**src/bpeq_pkg.sv**
```systemverilog
// bpeq_pkg: shared codes, widths and types for the button press event qualifier.
// No dependencies; compiled first.
package bpeq_pkg;

  // Configuration port geometry
  localparam int CFG_IDX_W  = 3;
  localparam int CFG_DATA_W = 16;
  localparam int COUNT_W    = 8;
  localparam int CODE_W     = 3;

  // Register indexes
  localparam logic [CFG_IDX_W-1:0] CFG_DEBOUNCE   = 3'd0;
  localparam logic [CFG_IDX_W-1:0] CFG_LONG_PRESS = 3'd1;
  localparam logic [CFG_IDX_W-1:0] CFG_REPEAT     = 3'd2;
  localparam logic [CFG_IDX_W-1:0] CFG_TOGGLE     = 3'd3;
  localparam logic [CFG_IDX_W-1:0] CFG_TOGGLE_CNT = 3'd4;

  // Mode codes
  localparam logic [CODE_W-1:0] MODE_IDLE     = 3'd0;
  localparam logic [CODE_W-1:0] MODE_DEBOUNCE = 3'd1;
  localparam logic [CODE_W-1:0] MODE_PRESSED  = 3'd2;
  localparam logic [CODE_W-1:0] MODE_REPEAT   = 3'd3;
  localparam logic [CODE_W-1:0] MODE_RELEASE  = 3'd4;
  localparam logic [CODE_W-1:0] MODE_OFF      = 3'd5;

  // Event codes
  localparam logic [CODE_W-1:0] EV_NONE   = 3'd0;
  localparam logic [CODE_W-1:0] EV_PRESS  = 3'd1;
  localparam logic [CODE_W-1:0] EV_LONG   = 3'd2;
  localparam logic [CODE_W-1:0] EV_REPEAT = 3'd3;
  localparam logic [CODE_W-1:0] EV_TOGGLE = 3'd4;
  localparam logic [CODE_W-1:0] EV_OFF    = 3'd5;

  // Register reset values
  localparam logic [CFG_DATA_W-1:0] RST_DEBOUNCE   = 16'd20;
  localparam logic [CFG_DATA_W-1:0] RST_LONG_PRESS = 16'd1000;
  localparam logic [CFG_DATA_W-1:0] RST_REPEAT     = 16'd200;
  localparam logic [CFG_DATA_W-1:0] RST_TOGGLE     = 16'd100;
  localparam logic [COUNT_W-1:0]    RST_TOGGLE_CNT = 8'd0;

  // Configuration register set
  typedef struct packed {
    logic [CFG_DATA_W-1:0] debounce_time;
    logic [CFG_DATA_W-1:0] long_press_time;
    logic [CFG_DATA_W-1:0] repeat_time;
    logic [CFG_DATA_W-1:0] toggle_time;
    logic [COUNT_W-1:0]    toggle_count;
  } bpeq_cfg_t;

endpackage

```
**src/bpeq_in_if.sv**
```systemverilog
// bpeq_in_if: request channel carrying one pin sample per tick.
// Standalone valid/ready interface, no dependencies.
interface bpeq_in_if;
  logic valid;
  logic ready;
  logic pin_level;

  modport source (output valid, output pin_level, input ready);
  modport sink   (input valid, input pin_level, output ready);
endinterface

```
**src/bpeq_out_if.sv**
```systemverilog
// bpeq_out_if: result channel carrying event and mode codes.
// Standalone valid/ready interface, no dependencies.
interface bpeq_out_if;
  logic       valid;
  logic       ready;
  logic [2:0] event_res;
  logic [2:0] mode_now;

  modport source (output valid, output event_res, output mode_now, input ready);
  modport sink   (input valid, input event_res, input mode_now, output ready);
endinterface

```
**src/bpeq_step.sv**
```systemverilog
// bpeq_step: next-state and event logic for one tick of the qualifier.
// Purely combinational; uses bpeq_pkg.
module bpeq_step #(
  parameter int TIME_BITS = 16
) (
  input  bpeq_pkg::bpeq_cfg_t               cfg,
  input  logic                              pin_level,
  input  logic [2:0]                        mode,
  input  logic [TIME_BITS:0]                elapsed,
  input  logic [7:0]                        pulses,
  output logic [2:0]                        mode_nxt,
  output logic [TIME_BITS:0]                elapsed_nxt,
  output logic [7:0]                        pulses_nxt,
  output logic [2:0]                        event_nxt
);
  import bpeq_pkg::*;

  localparam int CNT_W = TIME_BITS + 1;

  logic                  low;
  logic [CFG_DATA_W-1:0] limit_raw;
  logic [CNT_W-1:0]      limit;
  logic [CNT_W-1:0]      elapsed_inc;
  logic                  past;
  logic [COUNT_W-1:0]    pulses_inc;

  assign low = ~pin_level;

  // Period for the current mode, before masking to the timer width
  always_comb begin
    case (mode)
      MODE_DEBOUNCE: limit_raw = cfg.debounce_time;
      MODE_PRESSED:  limit_raw = cfg.long_press_time;
      MODE_REPEAT:   limit_raw = cfg.repeat_time;
      default:       limit_raw = cfg.toggle_time;
    endcase
  end

  // Mask the period to TIME_BITS bits
  generate
    if (TIME_BITS >= CFG_DATA_W) begin : g_wide
      assign limit = CNT_W'(limit_raw);
    end else begin : g_narrow
      assign limit = {1'b0, limit_raw[TIME_BITS-1:0]};
    end
  endgenerate

  // Saturating tick count and period compare
  assign elapsed_inc = (&elapsed) ? elapsed : elapsed + 1'b1;
  assign past        = elapsed_inc > limit;
  assign pulses_inc  = pulses + 1'b1;

  always_comb begin
    mode_nxt    = mode;
    elapsed_nxt = elapsed;
    pulses_nxt  = pulses;
    event_nxt   = EV_NONE;
    case (mode)
      MODE_DEBOUNCE: begin
        elapsed_nxt = elapsed_inc;
        if (past) begin
          if (low) begin
            mode_nxt    = MODE_PRESSED;
            elapsed_nxt = '0;
            event_nxt   = EV_PRESS;
          end else begin
            mode_nxt = MODE_IDLE;
          end
        end
      end
      MODE_PRESSED, MODE_REPEAT: begin
        if (!low) begin
          mode_nxt    = MODE_RELEASE;
          elapsed_nxt = '0;
          pulses_nxt  = '0;
        end else begin
          elapsed_nxt = elapsed_inc;
          if (past) begin
            event_nxt   = (mode == MODE_PRESSED) ? EV_LONG : EV_REPEAT;
            mode_nxt    = MODE_REPEAT;
            elapsed_nxt = '0;
          end
        end
      end
      MODE_RELEASE: begin
        // count reached or a new press: stop pulsing
        if (pulses >= cfg.toggle_count || low) begin
          mode_nxt = MODE_OFF;
        end else begin
          elapsed_nxt = elapsed_inc;
          if (past) begin
            elapsed_nxt = '0;
            pulses_nxt  = pulses_inc;
            event_nxt   = EV_TOGGLE;
            if (pulses_inc >= cfg.toggle_count) begin
              mode_nxt = MODE_OFF;
            end
          end
        end
      end
      MODE_OFF: begin
        mode_nxt  = MODE_IDLE;
        event_nxt = EV_OFF;
      end
      default: begin
        mode_nxt = MODE_IDLE;
        if (low) begin
          mode_nxt    = MODE_DEBOUNCE;
          elapsed_nxt = '0;
        end
      end
    endcase
  end

endmodule

```
**src/button_press_event_qualifier.sv**
```systemverilog
// Button press event qualifier: takes one active-low pin sample per tick and
// returns one result per sample (event code and resulting mode). It accepts a
// sample every clock cycle while the result channel is not stalled; a sample is
// held in the input register, the tick's state update is done combinationally
// from it, and the event and mode are captured in the result register as the
// state is committed. Back-pressure on the result channel stalls the input after
// one sample is held. Configuration writes are registered and are to be made
// only while no sample is in flight.
module button_press_event_qualifier #(
  parameter int TIME_BITS = 16
) (
  input  logic                                clk,
  input  logic                                rst_n,
  bpeq_in_if.sink                             in_ch,
  bpeq_out_if.source                          out_ch,
  input  logic                                cfg_we,
  input  logic [bpeq_pkg::CFG_IDX_W-1:0]      cfg_index,
  input  logic [bpeq_pkg::CFG_DATA_W-1:0]     cfg_data
);
  import bpeq_pkg::*;

  localparam int CNT_W = TIME_BITS + 1;

  bpeq_cfg_t           cfg_r;
  logic                in_valid_r;
  logic                in_pin_r;
  logic                out_valid_r;
  logic [CODE_W-1:0]   out_event_r;
  logic [CODE_W-1:0]   out_mode_r;
  logic [CODE_W-1:0]   mode_r;
  logic [CNT_W-1:0]    elapsed_r;
  logic [COUNT_W-1:0]  pulses_r;

  logic [CODE_W-1:0]   mode_nxt;
  logic [CNT_W-1:0]    elapsed_nxt;
  logic [COUNT_W-1:0]  pulses_nxt;
  logic [CODE_W-1:0]   event_nxt;
  logic                advance;

  // Handshake: a held sample moves on when the result slot is free or draining
  assign advance      = in_valid_r && (!out_valid_r || out_ch.ready);
  assign in_ch.ready  = !in_valid_r || advance;

  assign out_ch.valid     = out_valid_r;
  assign out_ch.event_res = out_event_r;
  assign out_ch.mode_now  = out_mode_r;

  // Configuration registers
  always_ff @(posedge clk) begin
    if (!rst_n) begin
      cfg_r.debounce_time   <= RST_DEBOUNCE;
      cfg_r.long_press_time <= RST_LONG_PRESS;
      cfg_r.repeat_time     <= RST_REPEAT;
      cfg_r.toggle_time     <= RST_TOGGLE;
      cfg_r.toggle_count    <= RST_TOGGLE_CNT;
    end else if (cfg_we) begin
      case (cfg_index)
        CFG_DEBOUNCE:   cfg_r.debounce_time   <= cfg_data;
        CFG_LONG_PRESS: cfg_r.long_press_time <= cfg_data;
        CFG_REPEAT:     cfg_r.repeat_time     <= cfg_data;
        CFG_TOGGLE:     cfg_r.toggle_time     <= cfg_data;
        CFG_TOGGLE_CNT: cfg_r.toggle_count    <= cfg_data[COUNT_W-1:0];
        default: ;
      endcase
    end
  end

  // Input register
  always_ff @(posedge clk) begin
    if (!rst_n) begin
      in_valid_r <= 1'b0;
    end else if (in_ch.ready) begin
      in_valid_r <= in_ch.valid;
    end
  end

  always_ff @(posedge clk) begin
    if (in_ch.ready && in_ch.valid) begin
      in_pin_r <= in_ch.pin_level;
    end
  end

  // Tick logic
  bpeq_step #(
    .TIME_BITS (TIME_BITS)
  ) u_step (
    .cfg         (cfg_r),
    .pin_level   (in_pin_r),
    .mode        (mode_r),
    .elapsed     (elapsed_r),
    .pulses      (pulses_r),
    .mode_nxt    (mode_nxt),
    .elapsed_nxt (elapsed_nxt),
    .pulses_nxt  (pulses_nxt),
    .event_nxt   (event_nxt)
  );

  // Qualifier state, committed once per sample
  always_ff @(posedge clk) begin
    if (!rst_n) begin
      mode_r    <= MODE_IDLE;
      elapsed_r <= '0;
      pulses_r  <= '0;
    end else if (advance) begin
      mode_r    <= mode_nxt;
      elapsed_r <= elapsed_nxt;
      pulses_r  <= pulses_nxt;
    end
  end

  // Result register
  always_ff @(posedge clk) begin
    if (!rst_n) begin
      out_valid_r <= 1'b0;
    end else if (advance) begin
      out_valid_r <= 1'b1;
    end else if (out_ch.ready) begin
      out_valid_r <= 1'b0;
    end
  end

  always_ff @(posedge clk) begin
    if (advance) begin
      out_event_r <= event_nxt;
      out_mode_r  <= mode_nxt;
    end
  end

  // Checks
  a_off_to_idle: assert property (@(posedge clk) disable iff (!rst_n)
    out_valid_r && out_event_r == EV_OFF |-> out_mode_r == MODE_IDLE)
    else $error("off event without return to idle");

  a_press_mode: assert property (@(posedge clk) disable iff (!rst_n)
    out_valid_r && out_event_r == EV_PRESS |-> out_mode_r == MODE_PRESSED)
    else $error("press event outside pressed mode");

  a_hold_mode: assert property (@(posedge clk) disable iff (!rst_n)
    out_valid_r && (out_event_r == EV_LONG || out_event_r == EV_REPEAT)
    |-> out_mode_r == MODE_REPEAT)
    else $error("long or repeat event outside repeat mode");

  a_result_tracks_state: assert property (@(posedge clk) disable iff (!rst_n)
    advance |=> out_valid_r && out_mode_r == mode_r)
    else $error("result mode differs from committed mode");

endmodule
```
**src/flat_wrapper.sv**
```systemverilog
// flat-port wrapper written by rule: the top's interface ports become plain ports
module button_press_event_qualifier_flat import bpeq_pkg::*;
#(
  parameter int TIME_BITS = 16
)
  (clk, rst_n, cfg_we, cfg_index, cfg_data, in_ch_valid, in_ch_pin_level, in_ch_ready, out_ch_valid, out_ch_event_res, out_ch_mode_now, out_ch_ready);
  bpeq_in_if in_ch_i ();
  bpeq_out_if out_ch_i ();
  input  logic clk;
  input  logic rst_n;
  input  logic cfg_we;
  input  logic [bpeq_pkg::CFG_IDX_W-1:0] cfg_index;
  input  logic [bpeq_pkg::CFG_DATA_W-1:0] cfg_data;
  input wire logic [$bits(in_ch_i.valid)-1:0] in_ch_valid;
  input wire logic [$bits(in_ch_i.pin_level)-1:0] in_ch_pin_level;
  output wire logic [$bits(in_ch_i.ready)-1:0] in_ch_ready;
  output wire logic [$bits(out_ch_i.valid)-1:0] out_ch_valid;
  output wire logic [$bits(out_ch_i.event_res)-1:0] out_ch_event_res;
  output wire logic [$bits(out_ch_i.mode_now)-1:0] out_ch_mode_now;
  input wire logic [$bits(out_ch_i.ready)-1:0] out_ch_ready;
  assign in_ch_i.valid = in_ch_valid;
  assign in_ch_i.pin_level = in_ch_pin_level;
  assign in_ch_ready = in_ch_i.ready;
  assign out_ch_valid = out_ch_i.valid;
  assign out_ch_event_res = out_ch_i.event_res;
  assign out_ch_mode_now = out_ch_i.mode_now;
  assign out_ch_i.ready = out_ch_ready;
  button_press_event_qualifier #(.TIME_BITS(TIME_BITS)) u_core (.clk(clk), .rst_n(rst_n), .in_ch(in_ch_i), .out_ch(out_ch_i), .cfg_we(cfg_we), .cfg_index(cfg_index), .cfg_data(cfg_data));
endmodule
```
**config.mk**
```make
export PLATFORM = sky130hd
export DESIGN_NAME = button_press_event_qualifier_flat
export DESIGN_NICKNAME = d
export VERILOG_FILES = /design/src/bpeq_pkg.sv /design/src/bpeq_in_if.sv /design/src/bpeq_out_if.sv /design/src/bpeq_step.sv /design/src/button_press_event_qualifier.sv /design/src/flat_wrapper.sv
export SDC_FILE = /design/constraint.sdc
export NUM_CORES = 1
export LEC_CHECK = 0
export BUFFER_PORTS_ARGS = -buffer_cell sky130_fd_sc_hd__buf_2
export CAP_MARGIN = 20
export CORE_ASPECT_RATIO = 1.5
export CORE_UTILIZATION = 50
export CTS_CLUSTER_SIZE = 24
export DETAILED_ROUTE_END_ITERATION = 10
export HOLD_SLACK_MARGIN = 0.15
export PLACE_DENSITY = 0.67
export SLEW_MARGIN = 30
export SYNTH_ARGS = -nofsm -noshare
export SYNTH_HDL_FRONTEND = slang
export SYNTH_SLANG_ARGS = --single-unit
```
**constraint.sdc**
```tcl
create_clock -name clk -period 6.7 [get_ports clk]
set_clock_uncertainty 0.05 [all_clocks]
set_input_delay 1.34 -clock clk [delete_from_list [all_inputs] [get_ports clk]]
set_output_delay 1.34 -clock clk [all_outputs]
set_load 0.01 [all_outputs]
```
==> Yosys cells after proc, flatten, opt, wreduce, memory -nomap -nowiden <==
Cells that the tools add are included.
Widths: inputs -> output; s select.
{ "op_classes": {"n_addsub": 2, "n_lt_le_gt_ge": 3, "eq_ne": 13, "n_mux": 31, "n_bitwise": 2, "n_reduce_logical": 19} }
{ "op_table": {"columns": ["cell", "n"], "rows": [
  ["$mux 17", 7],
  ["$pmux 17 s4", 1],
  ["$pmux 16 s3", 1],
  ["$mux 3", 8],
  ["$mux 8", 3],
  ["$pmux 3 s4", 2],
  ["$add 17x1->17 const B", 1],
  ["$gt 17x16->1", 1],
  ["$reduce_and 17->1", 1],
  ["$ge 8x8->1", 2],
  ["$pmux 8 s2", 1],
  ["$eq 3x2->1 const B", 4],
  ["$reduce_and 2->1", 5],
  ["$eq 3x3->1 const B", 3],
  ["$add 8x1->8 const B", 1],
  ["$eq 3x1->1 const B", 2],
  ["$mux 2", 3],
  ["$mux 1", 5],
  ["$reduce_and 5->1", 1],
  ["$ne 2x2->1 const B", 2],
  ["$ne 4x4->1 const B", 1],
  ["$reduce_and 4->1", 1],
  ["$reduce_bool 2->1", 2],
  ["$logic_not 3->1", 1],
  ["6 further kinds", 11]
]} }
{ "totals": {"register_bits": 109, "in_bits": 25, "output_inout_bits": 8, "wordCells": 83} }

==> Depth between registers and ports, before layout <==
Gate-level depths: netlist of run 1.
{ "depth": {"ltp_word": 6, "depth_mapped": 17, "depth_no_buf": 16} }

==> Cells and area by module <==
From an unflattened synthesis of run 1, not the netlist that was laid out.
{ "unflattened": {"hier_cells": 757, "hier_area_um2": 6309.8} }
{ "by_module_without_submodules": {"columns": ["mod", "instances", "cells_each", "area_per_inst_um2", "seq_area_each_um2"], "rows": [
  ["button_press_event_qualifier", 1, 398, 3822.4, 2252.2],
  ["bpeq_step", 1, 359, 2487.4, 0.0]
]} }

==> Worst setup path before layout of run 1 <==
Ideal clock, no wire load.
{ "synth_timing": {"path_kind": "register to register", "startpoint": "register u_core.elapsed_r[0]", "endpoint": "register u_core.out_mode_r[0], in the netlist u_core.out_ch.mode_now[0] (data pin)", "setup_ns": 0.266, "arrival_time_ns": 3.244, "t_required_ns": 6.384, "setup_slack_ns": 3.140, "stages_incl_launch_ff": 18, "path_buffers": 1, "period_less_slack_ns": 3.560, "cell_sequence": "dfxtp_1 ha_1 nand4_1 nor4_4 a21o_4 nor3_1 nand2_1 or3_1 nand2_1 ha_1 nand3_1 nor3_1 nand3_1 or3_1 and2_1 buf_4 o21ai_0 a32oi_1"} }
{ "synth_between": {"elab_chain_cells": 6, "elab_cells_between_ends": 10, "cone_classes": "add/sub (1); order compare (1); mux (7); reduce/logical (1)"} }
{ "synth_lines": {"columns": ["item", "line_no", "source"], "rows": [
  ["from (decl)", "button_press_event_qualifier.sv:31", "logic [CNT_W-1:0] elapsed_r;"],
  ["from (signal assigned)", "button_press_event_qualifier.sv:106", "elapsed_r <= elapsed_nxt;"],
  ["$add 17x1->17 or $reduce_and 17->1 (tied branches)", "bpeq_step.sv:49", "assign elapsed_inc = (&elapsed) ? elapsed : elapsed + 1'b1;"],
  ["$mux 17 (*)", "bpeq_step.sv:49", null],
  ["$gt 17x16->1 (*)", "bpeq_step.sv:50", "assign past = elapsed_inc > limit;"],
  ["$mux 3 (on tied branches)", "bpeq_step.sv:91, bpeq_step.sv:78", null],
  ["$mux 3 (on tied branches)", "bpeq_step.sv:87, bpeq_step.sv:72", null],
  ["$pmux 3 s4 (*)", "bpeq_step.sv:58", "case (mode)"],
  ["via u_core.mode_nxt[0]", "button_press_event_qualifier.sv:34", "logic [CODE_W-1:0] mode_nxt;"],
  ["to (signal assigned)", "button_press_event_qualifier.sv:125", "out_mode_r <= mode_nxt;"],
  ["to (decl)", "button_press_event_qualifier.sv:29", "logic [CODE_W-1:0] out_mode_r;"]
]} }
Mark *: on every way through the listed nets, which the timed path passes. The rest lies on a longest branch.
A chain may end at the register's enable or synchronous reset.

==> Final worst setup path of run 1 <==
{ "layout_timing": {"startpoint": "register u_core.elapsed_r[0]", "endpoint": "register u_core.pulses_r[7]"} }
{ "layout_between": {"elab_chain_cells": 5, "elab_cells_between_ends": 6, "cone_classes": "add/sub (1); order compare (1); eq/ne (1); mux (1); reduce/logical (2)"} }
{ "layout_lines": {"columns": ["item", "line_no", "source"], "rows": [
  ["$add 17x1->17 or $reduce_and 17->1 (tied branches)", "bpeq_step.sv:49", null],
  ["$mux 17 (*)", "bpeq_step.sv:49", null],
  ["$gt 17x16->1 (*)", "bpeq_step.sv:50", null],
  ["$ne 2x2->1 (no line) (*)", null, null],
  ["$reduce_and 5->1 (no line) (*)", null, null],
  ["to (signal assigned)", "button_press_event_qualifier.sv:107", "pulses_r <= pulses_nxt;"],
  ["to (decl)", "button_press_event_qualifier.sv:32", "logic [COUNT_W-1:0] pulses_r;"]
]} }
Mark *: on every way between the ends. The rest lies on a longest branch, timed or not.

==> reports/qor.csv, run 1 <==
stage;metric;value;unit
run_status;outcome;completed;
setup_path;cell type group with the largest total delay on the critical path;simple AND/OR/NAND/NOR gates;
power_and_ir_drop;power consumption;1.317;mW
global_route;global routing usage summed across all routing layers;26.00;%
floorplanning;die outline area;12340;um^2
setup_path;critical path fanouts, max;11;
clock_tree;clock buffers created by TritonCTS;9;
clock_tree;post-cts sizing count;0;
floorplanning;vertical die dimension;135.6;um
setup_path;worst r2r dst;u_core.pulses_r[7];
final_layout;multi-input combinational cell area;3441;um^2
floorplanning;initial standard-cell utilization of the core;51.57;%
clock_tree;clk root buf;clkbuf_16;
final_layout;Fill cells;1117;
clock_tree;post-CTS repair timing setup buffer count;0;
synthesis;number of distinct library cell variants in the gate-level netlist after synthesis;64;
setup_path;category of the critical setup timing path;reg -> reg;
sta;final setup violating endpoints;0;
drt;wirelength, routed;15.57;mm
global_route;Congestion Overflow GR;0;
clock_tree;clock tree from TritonCTS;built;
drt;Pre-Repair DR Iteration Count;5;
placement;Post-DP HPWL;10.88;mm
power_and_ir_drop;maximum vdd ir drop;146.1;uV
flow_run;Max-cap violations;0;
final_layout;Diodes inserted;0;
global_route;wire length of the first global-routing pass;25.58;mm
synthesis;Post-Synthesis Mean Instance Area;7.784;um^2
final_layout;relative area change from synthesis to final layout;8.374;%
synthesis;post-synthesis instance area;5947;um^2
drt;DRC errors left;0;
setup_path;source of the critical timing path;u_core.elapsed_r[0];
power_and_ir_drop;power per standard cell area;204.3;nW/um^2
synthesis;number of enable flip-flop cells after synthesis;7;
setup_path;cell with the largest stage delay on the worst path;a31oi_1;
synthesis;biggest area contributors in the synthesized netlist;dfxtp_1, nand2_1, a21oi_1;
setup_path;data required time of the critical path;6860;ps
global_route;number of antenna violations at the first check in global routing;0;
clock_tree;clk_lat worst skew;360;ps
setup_path;R2R setup slack;2280;ps
drt;post-route antenna net violation count;0;
sta;Final Worst Setup Slack;2279;ps
placement;worst slack, placed;2387;ps
synthesis;Yosys reg bits;109;
drt;initial detailed-routing violation count;330;
placement;buffers added on ports;32;
final_layout;final design utilization;55.89;%
sta;final clock period utilization by the worst path;65.98;%
synthesis;most common flop cell mapped by yosys;dfxtp_1;
synthesis;proportion of netlist area held by the largest area contributor;34.34;%
synthesis;most instantiated library cell after synthesis;nand2_1;
clock_tree;number of hold buffers added after cts;0;
sta;number of hold violations in the final report;0;
power_and_ir_drop;Lkg Pwr;2.452;nW
floorplanning;FP Rows;48;
synthesis;nets in the synthesized netlist;823;
drt;routed len/inst;16.83;um
drt;Vias per Instance;5.916;
sta;min cycle time layout;4421;ps
final_layout;number of nets in the finished design;829;
sta;Tightest Pin Transition;780.5;ps
sta;Fin Setup TNS;0;ps
global_route;maximum number of pins on one net before global-route repair;66;
synthesis;Gate Count Post-Synth;764;
final_layout;area taken by flip-flops and latches;2253;um^2
drt;overall via count from detail_route;5472;
setup_path;worst-path cell chain;ha_1 > nand4_1 > nor4_4 > a21o_4 > nor3_1 > nand2_1 > or3_1 > nand2_1 > ha_1 > nand3_1 > nor3_1 > nand3_1 > or3_1 > a31oi_1 > nand4b_1 > a21oi_1;
synthesis;post-synthesis async set-or-reset flop share;0;%
worst_hold_path;worst min-delay path class;reg -> reg;
synthesis;post-synthesis cell type with the largest combined area;dfxtp_1;
setup_path;arrival time of the worst setup path;4580;ps
setup_path;count of cell instances traversed by the critical path;16;
floorplanning;area of the core region;11530;um^2
setup_path;longest individual stage delay on the worst path;670;ps
synthesis;Syn. warnings;0;
global_route;number of global-route vias before repair;5217;
placement;weighted congestion reported at the end of routability-driven placement;0.8872;
floorplanning;die boundary width;91.05;um
clock_tree;clock sink total;109;
sta;count of pins over their slew limit;0;
setup_path;startpoint of the lowest-slack register-to-register path;u_core.elapsed_r[0];
setup_path;critical path launch point type;flip-flop;
clock_tree;number of H-tree levels;3;
synthesis;leading cell types by count after synthesis;nand2_1, dfxtp_1, a21oi_1;
floorplanning;Top-Level Pins;33;
setup_path;worst path buffer plus inverter count;0;
sta;unrepaired setup endpoints after global routing;no;
sta;Achievable Freq;226.2;MHz
final_layout;fraction of layout cells with a size suffix above 1;9.419;%
clock_tree;clock slew at reported path FFs;80;ps
clock_tree;Clock Tree Buf Depth;2;
sta;normalized max-slew margin;47.72;%
synthesis;post-synthesis sequential area ratio;37.87;%
setup_path;type of destination of the critical path;flip-flop;
setup_path;CP Capture Point;u_core.pulses_r[7];
setup_path;worst reg2reg path depth;16;
worst register-to-register path, delay by kind of cell (launching register included):
family | cells | cell delay (ps)
and+or+nand+nor | 11 | 2470
DFF | 1 | 360
adders and majority gates | 2 | 400
AOI/OAI and AO/OA | 3 | 1010
routing by layer:
metal	vias up	share of wire [%]	track usage (%)
li1	2699	-	-
met3	26	5.3	3.030
met2	204	50	45.58
met4	0	1.8	11.02
met1	2543	43	32.18
met5	-	0	0
flip-flops by register name (all words and copies together) (netlist names):
register	count
u_core.cfg_r	72
u_core.elapsed_r	17
u_core.in_pin_r	1
u_core.in_valid_r	1
u_core.mode_r	3
u_core.out_ch.event_res	3
u_core.out_ch.mode_now	3
u_core.out_ch.valid	1
u_core.pulses_r	8
cell type report:
cell class | instances | share of cell area, %
clock buffer | 10 | 3.553
clock inverter | 6 | 1.010
inverter | 23 | 1.340
multi-input combinational | 592 | 53.39
sequential | 109 | 34.96
tap | 150 | 2.912
timing repair buffer | 35 | 2.834
cells in the final DEF, fill, tap and decap left out, types with 3 or more instances in the layout:
cell / n
edfxtp_1: 7
and3_1: 7
a31oi_1: 4
o21ai_0: 22
nand2_1: 183
dfxtp_1: 101
a21oi_1: 99
xnor2_1: 11
a211oi_1: 12
nor2_1: 45
mux2i_1: 17
nor4_1: 3
clkbuf_16: 9
xor2_1: 6
o311ai_1: 3
o22ai_1: 22
a21boi_0: 3
a22o_1: 9
buf_2: 32
nand4_1: 4
nor2b_1: 6
and2_1: 6
ha_1: 34
nand3_1: 35
nand4b_1: 3
buf_4: 3
inv_1: 21
nor2_2: 3
nor3_1: 6
nand2b_1: 6
or3_1: 3
metrics by stage:
stage / hold WS, ps / area [um^2] / instances
floorplan: 385.7 / 5947 / 764
global placement: 390.6 / 6145 / 909
detailed placement: 397.2 / 6151 / 909
CTS: 408.3 / 6445 / 925
global route: 424.3 / 6445 / 925
finish: 406.2 / 6445 / 925
worst min path at each step:
stage / start / endpoint / cells past startpoint
2_1_floorplan: u_core.cfg_r[50] / u_core.cfg_r[50] / 2
3_3_place_gp: u_core.cfg_r[25] / u_core.cfg_r[25] / 2
3_5_place_dp: u_core.cfg_r[34] / u_core.cfg_r[34] / 2
4_1_cts: u_core.cfg_r[5] / u_core.cfg_r[5] / 2
5_1_grt: u_core.cfg_r[23] / u_core.cfg_r[23] / 2
6_report: u_core.cfg_r[24] / u_core.cfg_r[24] / 2
power by group:
| part | internal [mW] | switching [mW] | total, mW |
|---|---|---|---|
| registers | 0.667 | 0.00718 | 0.674 |
| clock network | 0.265 | 0.268 | 0.533 |
| logic | 0.0354 | 0.0746 | 0.110 |
cell families (layout without fill, tap and decap cells):
family	Yosys count	in the layout	synth area share [%]
AO/OA/AOI/OAI	199	199	20.43
XOR/XNOR	17	17	2.504
flip-flops	109	109	37.87
adder cells (fa/ha/maj)	34	34	7.153
buffers and inverters	63	74	4.355
AND/OR/NAND/NOR	323	323	24.45
multiplexers	19	19	3.240
Note: power is estimated with default switching activity, not from simulation.
==> inputs of run 2 (changes only) <==
--- a/config.mk
+++ b/config.mk
@@ -5,6 +5,7 @@
 export SDC_FILE = /design/constraint.sdc
 export NUM_CORES = 1
 export LEC_CHECK = 0
+export ABC_AREA = 1
 export BUFFER_PORTS_ARGS = -buffer_cell sky130_fd_sc_hd__buf_2
 export CAP_MARGIN = 20
 export CORE_ASPECT_RATIO = 1.5
==> constraint.sdc (replaced) <==
create_clock -name clk -period 4.64 [get_ports clk]
set_clock_uncertainty 0.05 [all_clocks]
set_input_delay 0.928 -clock clk [delete_from_list [all_inputs] [get_ports clk]]
set_output_delay 0.928 -clock clk [all_outputs]
set_load 0.01 [all_outputs]
==> run 2 against run 1 <==
Net effect: hold slack improved by 5.4 ps; area after synthesis down 2.9%; count of clock-buffer cells in the layout decreased by 1; global-route usage is 1.7 points lower; first-iteration DRC count shrank 28%; die area down 2.8%; clock power up 71%; critical path depth increased by 6; synthesized cell count is 2.6% higher.
==> reports/qor.csv, run 2 <==
stage;metric;value;unit
run_status;outcome;completed;
clock_tree;post-CTS repair timing setup buffer count;0;
flow_run;Max-cap violations;0;
synthesis;proportion of netlist area held by the largest area contributor;35.36;%
floorplanning;die boundary width;89.75;um
power_and_ir_drop;Lkg Pwr;2.744;nW
synthesis;Post-Synthesis Mean Instance Area;7.365;um^2
power_and_ir_drop;maximum vdd ir drop;223.1;uV
sta;Fin Setup TNS;0;ps
synthesis;nets in the synthesized netlist;843;
global_route;wire length of the first global-routing pass;23.40;mm
global_route;number of antenna violations at the first check in global routing;0;
synthesis;post-synthesis cell type with the largest combined area;dfxtp_1;
power_and_ir_drop;Net Sw Frac;26.06;%
worst_hold_path;worst min-delay path class;reg -> reg;
synthesis;post-synthesis instance area;5774;um^2
setup_path;source of the critical timing path;u_core.elapsed_r[0];
power_and_ir_drop;power per standard cell area;334.8;nW/um^2
floorplanning;area of the core region;11110;um^2
sta;final clock period utilization by the worst path;78.18;%
synthesis;most instantiated library cell after synthesis;nand2_1;
sta;normalized max-slew margin;55.45;%
final_layout;relative area change from synthesis to final layout;10.86;%
final_layout;fraction of layout cells with a size suffix above 1;12.22;%
final_layout;number of nets in the finished design;864;
drt;Pre-Repair DR Iteration Count;5;
clock_tree;clk_lat worst skew;350;ps
drt;routed len/inst;14.86;um
floorplanning;vertical die dimension;133.6;um
power_and_ir_drop;power consumption;2.143;mW
power_and_ir_drop;Seq pwr share;46.1;%
power_and_ir_drop;power share of the clock group;42.5;%
synthesis;number of distinct library cell variants in the gate-level netlist after synthesis;39;
setup_path;critical path fanouts, max;10;
setup_path;category of the critical setup timing path;reg -> reg;
synthesis;biggest area contributors in the synthesized netlist;dfxtp_1, nand2_1, nor2_1;
setup_path;cell type group with the largest total delay on the critical path;simple AND/OR/NAND/NOR gates;
final_layout;most frequent cells in the layout;nand2_1, nor2_1, dfxtp_1, o21ai_0, inv_1;
synthesis;Syn. warnings;0;
global_route;Congestion Overflow GR;0;
clock_tree;clk root buf;clkbuf_16;
final_layout;Fill cells;1051;
synthesis;leading cell types by count after synthesis;nand2_1, nor2_1, dfxtp_1;
floorplanning;initial standard-cell utilization of the core;51.95;%
clock_tree;clock tree from TritonCTS;built;
final_layout;top register by number of flip-flops;u_core.cfg_r;
setup_path;arrival time of the worst setup path;3790;ps
sta;count of pins over their slew limit;0;
power_and_ir_drop;Psw;0.5586;mW
setup_path;CP Capture Point;u_core.pulses_r[0];
clock_tree;number of hold buffers added after cts;0;
final_layout;registers with the highest flip-flop counts;u_core.cfg_r x72, u_core.elapsed_r x17, u_core.pulses_r x8;
setup_path;count of cell instances traversed by the critical path;22;
sta;Achievable Freq;275.7;MHz
global_route;number of global-route vias before repair;4818;
final_layout;most common cell after layout, fill and taps aside;nand2_1;
setup_path;worst reg2reg path depth;22;
power_and_ir_drop;internal power contribution;1.585;mW
setup_path;worst-path cell chain;ha_1 > nand2_1 > nor2_1 > nand2_1 > nor2_2 > nand2_2 > nand4_1 > nor2_2 > nand2_1 > xnor2_1 > ha_1 > nand2_1 > nor2_1 > nand2_1 > nor3_1 > nand2_1 > nand2_2 > nand2_4 > o21ai_4 > nand2_2 > nand2_1 > a21oi_1;
setup_path;type of destination of the critical path;flip-flop;
global_route;maximum number of pins on one net before global-route repair;76;
synthesis;post-synthesis sequential area ratio;39.00;%
setup_path;worst r2r dst;u_core.pulses_r[0];
floorplanning;FP Rows;47;
clock_tree;clock sink total;109;
placement;Post-DP HPWL;9.881;mm
sta;final setup violating endpoints;0;
clock_tree;post-cts sizing count;0;
global_route;global routing usage summed across all routing layers;24.28;%
synthesis;Gate Count Post-Synth;784;
sta;number of hold violations in the final report;0;
synthesis;most common flop cell mapped by yosys;dfxtp_1;
setup_path;longest individual stage delay on the worst path;350;ps
setup_path;most frequent CP cell;nand2_1;
clock_tree;clock slew at reported path FFs;80;ps
drt;DRC errors left;0;
sta;Tightest Pin Transition;668.3;ps
setup_path;data required time of the critical path;4800;ps
setup_path;worst path buffer plus inverter count;0;
clock_tree;clock buffers created by TritonCTS;9;
setup_path;startpoint of the lowest-slack register-to-register path;u_core.elapsed_r[0];
final_layout;Diodes inserted;0;
placement;weighted congestion reported at the end of routability-driven placement;0.8646;
clock_tree;number of H-tree levels;3;
sta;unrepaired setup endpoints after global routing;no;
sta;min cycle time layout;3628;ps
drt;initial detailed-routing violation count;238;
floorplanning;die outline area;11990;um^2
drt;post-route antenna net violation count;0;
drt;overall via count from detail_route;5186;
setup_path;cell with the largest stage delay on the worst path;dfxtp_1;
final_layout;max reg flops;72;
synthesis;number of enable flip-flop cells after synthesis;7;
clock_tree;Clock Tree Buf Depth;2;
power_and_ir_drop;fraction of power consumed by combinational cells;11.4;%
synthesis;Yosys reg bits;109;
setup_path;critical path launch point type;flip-flop;
drt;wirelength, routed;14.22;mm
setup_path;R2R setup slack;1010;ps
placement;buffers added on ports;32;
drt;Vias per Instance;5.419;
synthesis;post-synthesis async set-or-reset flop share;0;%
floorplanning;Top-Level Pins;33;
## run 2: logic make-up (layout without fill, tap and decap cells)
logic type	count (synthesis)	in the layout	share of synthesized area (%)
xor gates and xnor gates	17	17	2.579
buffers and inverters	99	125	6.782
and+or+nand+nor	361	361	28.00
DFF	109	109	39.00
adders and majority gates	34	34	7.367
AOI/OAI and AO/OA	164	164	16.27
## run 2: power groups by stage
stage	combinational [mW]	clock, mW	sequential, mW
2_1_floorplan	0.169	0	1.01
3_3_place_gp	0.236	0	1.01
3_5_place_dp	0.242	0	1.01
6_report	0.244	0.912	0.988
4_1_cts	0.242	0.924	0.988
5_1_grt	0.274	0.954	0.991
## run 2: cell type report
type | count | area [um^2] | area share (%)
timing repair buffer | 39 | 212.7 | 3.323
sequential | 109 | 2252 | 35.18
tap | 147 | 183.9 | 2.873
inverter | 70 | 262.8 | 4.105
clock inverter | 7 | 128.9 | 2.013
clock buffer | 9 | 225.2 | 3.518
multi-input combinational | 576 | 3136 | 48.98
## run 2: metal layers
layer	vias up	track usage (%)	wire, um
li1	2649	-	-
met1	2396	30.09	6203
met2	123	42.86	7099
met3	18	3.596	629
met4	0	8.197	286
met5	-	0	0
## run 2: through the flow
step                      instance area, um^2  cells  util (%)  hold slack (ps)  worst slack [ps]
final                                    6401    957     57.59            411.7              1012
after global routing                     6401    957     57.59            426.5             628.8
after CTS                                6401    957     57.59            412.6              1076
after detailed placement                 6047    941     54.41            388.1              1088
after global placement                   6047    941     54.41            384.1              1177
after floorplan                          5774    784         -            373.6              1558
## run 2: worst min path at each step
stage / startpoint / endpoint / slack (ps) / cells after the start
6_report: u_core.cfg_r[45] / u_core.cfg_r[45] / 410 / 2
5_1_grt: u_core.cfg_r[27] / u_core.cfg_r[27] / 430 / 2
4_1_cts: u_core.cfg_r[10] / u_core.cfg_r[10] / 410 / 2
3_5_place_dp: u_core.cfg_r[10] / u_core.cfg_r[10] / 390 / 2
3_3_place_gp: u_core.cfg_r[13] / u_core.cfg_r[13] / 380 / 2
2_1_floorplan: u_core.cfg_r[10] / u_core.cfg_r[10] / 370 / 2
## run 2: tightest hold or removal path: stages, from the launching register on
cell and delay [ps]:
dfxtp_1 330, nand2_1 50, nand3_1 50
==> inputs of run 3 (changes only) <==
--- a/config.mk
+++ b/config.mk
@@ -13,7 +13,7 @@
 export CTS_CLUSTER_SIZE = 24
 export DETAILED_ROUTE_END_ITERATION = 10
 export HOLD_SLACK_MARGIN = 0.15
-export PLACE_DENSITY = 0.67
+export PLACE_DENSITY = 0.7
 export SLEW_MARGIN = 30
 export SYNTH_ARGS = -nofsm -noshare
 export SYNTH_HDL_FRONTEND = slang
==> constraint.sdc (replaced) <==
create_clock -name clk -period 3.3 [get_ports clk]
set_clock_uncertainty 0.05 [all_clocks]
set_input_delay 0.66 -clock clk [delete_from_list [all_inputs] [get_ports clk]]
set_output_delay 0.66 -clock clk [all_outputs]
set_load 0.01 [all_outputs]
==> run 3 against run 2 <==
Net effect: total power is 35% higher; register-to-register slack worse by 980 ps; final cell count is 2.7% higher; sequential share of layout area is 1.5 points lower; via count is 5.3% higher; setup slack worse by 980 ps; die area stayed put; first-iteration DRC count is 10% higher; combinational power is 56% higher; maximum frequency is 11% higher; count of clock-buffer cells in the layout stayed put.
==> reports/qor.csv, run 3 (synthesis gave the netlist of run 2 again) <==
stage;metric;value;unit
run_status;outcome;completed;
clock_tree;number of H-tree levels;3;
final_layout;number of nets in the finished design;890;
placement;# placed instances;952;
clock_tree;clock sink total;109;
sta;Achievable Freq;305.7;MHz
power_and_ir_drop;power consumption;2.886;mW
sta;normalized max-slew margin;56.68;%
sta;count of pins over their slew limit;0;
drt;highest signal layer in the routed design;met4;
clock_tree;Clock Tree Buf Depth;2;
global_route;maximum number of pins on one net before global-route repair;75;
clock_tree;clock buffers created by TritonCTS;9;
floorplanning;vertical die dimension;133.6;um
worst_hold_path;worst min-delay path class;reg -> reg;
final_layout;most frequent cells in the layout;nand2_1, nor2_1, dfxtp_1, o21ai_0, inv_1;
global_route;wire length of the first global-routing pass;24.03;mm
floorplanning;area of the core region;11110;um^2
placement;worst slack, placed;4.331;ps
flow_run;Max-cap violations;0;
global_route;number of global-route vias before repair;5152;
drt;routed len/inst;15.24;um
power_and_ir_drop;maximum vdd ir drop;323.3;uV
clock_tree;clock slew at reported path FFs;70;ps
floorplanning;FP Rows;47;
sta;final clock period utilization by the worst path;99.13;%
clock_tree;number of hold buffers added after cts;0;
floorplanning;Top-Level Pins;33;
setup_path;arrival time of the worst setup path;3490;ps
final_layout;non-filler cells in the finished layout;983;
final_layout;most common cell after layout, fill and taps aside;nand2_1;
sta;Final Worst Setup Slack;28.59;ps
drt;DRC errors left;0;
sta;hold_ws;406.4;ps
setup_path;critical path launch point type;flip-flop;
setup_path;type of destination of the critical path;flip-flop;
final_layout;Fill cells;1006;
clock_tree;clk root buf;clkbuf_16;
drt;met3 wire len;633;um
sta;number of hold violations in the final report;0;
setup_path;data required time of the critical path;3520;ps
global_route;Congestion Overflow GR;0;
floorplanning;die boundary width;89.75;um
final_layout;Diodes inserted;0;
final_layout;final design utilization;60.42;%
setup_path;category of the critical setup timing path;reg -> reg;
sta;final setup violating endpoints;0;
drt;post-route antenna net violation count;0;
sta;unrepaired setup endpoints after global routing;yes;
drt;wirelength, routed;14.98;mm
clock_tree;clk_lat worst skew;350;ps
setup_path;critical path fanouts, max;6;
floorplanning;die outline area;11990;um^2
drt;overall via count from detail_route;5462;
final_layout;max reg flops;72;
drt;total met2 wirelength after detailed routing;7.743;mm
global_route;global routing usage summed across all routing layers;24.62;%
power_and_ir_drop;Lkg Pwr;2.897;nW
final_layout;registers with the highest flip-flop counts;u_core.cfg_r x72, u_core.elapsed_r x17, u_core.pulses_r x8;
power_and_ir_drop;power per standard cell area;429.8;nW/um^2
placement;buffers added on ports;32;
drt;initial detailed-routing violation count;262;
sta;Tightest Pin Transition;649.8;ps
placement;weighted congestion reported at the end of routability-driven placement;0.9073;
final_layout;fraction of layout cells with a size suffix above 1;18.18;%
drt;Vias per Instance;5.556;
sta;min cycle time layout;3271;ps
final_layout;relative area change from synthesis to final layout;16.29;%
global_route;number of antenna violations at the first check in global routing;0;
clock_tree;clock tree from TritonCTS;built;
drt;routed metal-1 wire length;6.212;mm
floorplanning;initial standard-cell utilization of the core;51.95;%
placement;Post-DP HPWL;10.04;mm
drt;Pre-Repair DR Iteration Count;5;
final_layout;top register by number of flip-flops;u_core.cfg_r;
run 3: timing repair:
action / 4_1_cts / 5_1_grt
pin swaps: 3 / 19
setup buffers: 1 / 12
setup endpoints to repair: 11 / 32
cloned: 1 / 1
resized for setup: 8 / 30
run 3: worst max-delay path, stage by stage (launching register included):
cell,delay (ps)
dfxtp_4,370
ha_4,160
nand2_2,80
nor2_1,50
nand2_1,90
nor2_2,60
nand2_2,90
inv_2,70
nor2_1,120
nand2_1,110
nor2_1,140
xor2_1,300
ha_1,320
inv_1,80
nor2_2,50
a21boi_2,160
nor2_2,130
nand2_2,80
nand2_4,140
o21ai_2,150
nand2_4,170
nand3_2,80
a21oi_2,170
run 3: per-stage QoR:
| step | instance area [um^2] | TNS, ps |
|---|---|---|
| floorplan | 5774 | 0 |
| global placement | 6155 | 0 |
| detailed placement | 6155 | 0 |
| CTS | 6500 | 0 |
| global route | 6715 | -5015 |
| finish | 6715 | 0 |
run 3: per-layer routing:
| metal | vias to the layer above | track usage, % |
|---|---|---|
| li1 | 2701 | - |
| met5 | - | 0 |
| met2 | 156 | 45.26 |
| met1 | 2571 | 28.40 |
| met4 | 0 | 10.02 |
| met3 | 34 | 3.539 |
run 3: power by group:
group	switching, mW	leakage (nW)	internal [mW]
registers	0.0213	0.898	1.37
logic	0.254	1.85	0.126
clock network	0.517	0.148	0.600
run 3: worst paths after layout:
kind	startpoint	end	slack (ps)	cells past startpoint
min	u_core.cfg_r[44]	u_core.cfg_r[44]	410	2
min reg2reg	u_core.cfg_r[44]	u_core.cfg_r[44]	410	2
max	u_core.elapsed_r[1]	u_core.elapsed_r[8]	30	22
max reg2reg	u_core.elapsed_r[1]	u_core.elapsed_r[8]	30	22
run 3: cell type report:
type / count / area [um^2] / area share, %
Clock buffer: 9 / 225.2 / 3.354
Clock inverter: 7 / 80.08 / 1.192
Inverter: 70 / 262.8 / 3.913
Multi-Input combinational cell: 578 / 3277 / 48.80
Sequential cell: 109 / 2261 / 33.67
Tap cell: 147 / 183.9 / 2.739
Timing Repair Buffer: 63 / 425.4 / 6.335
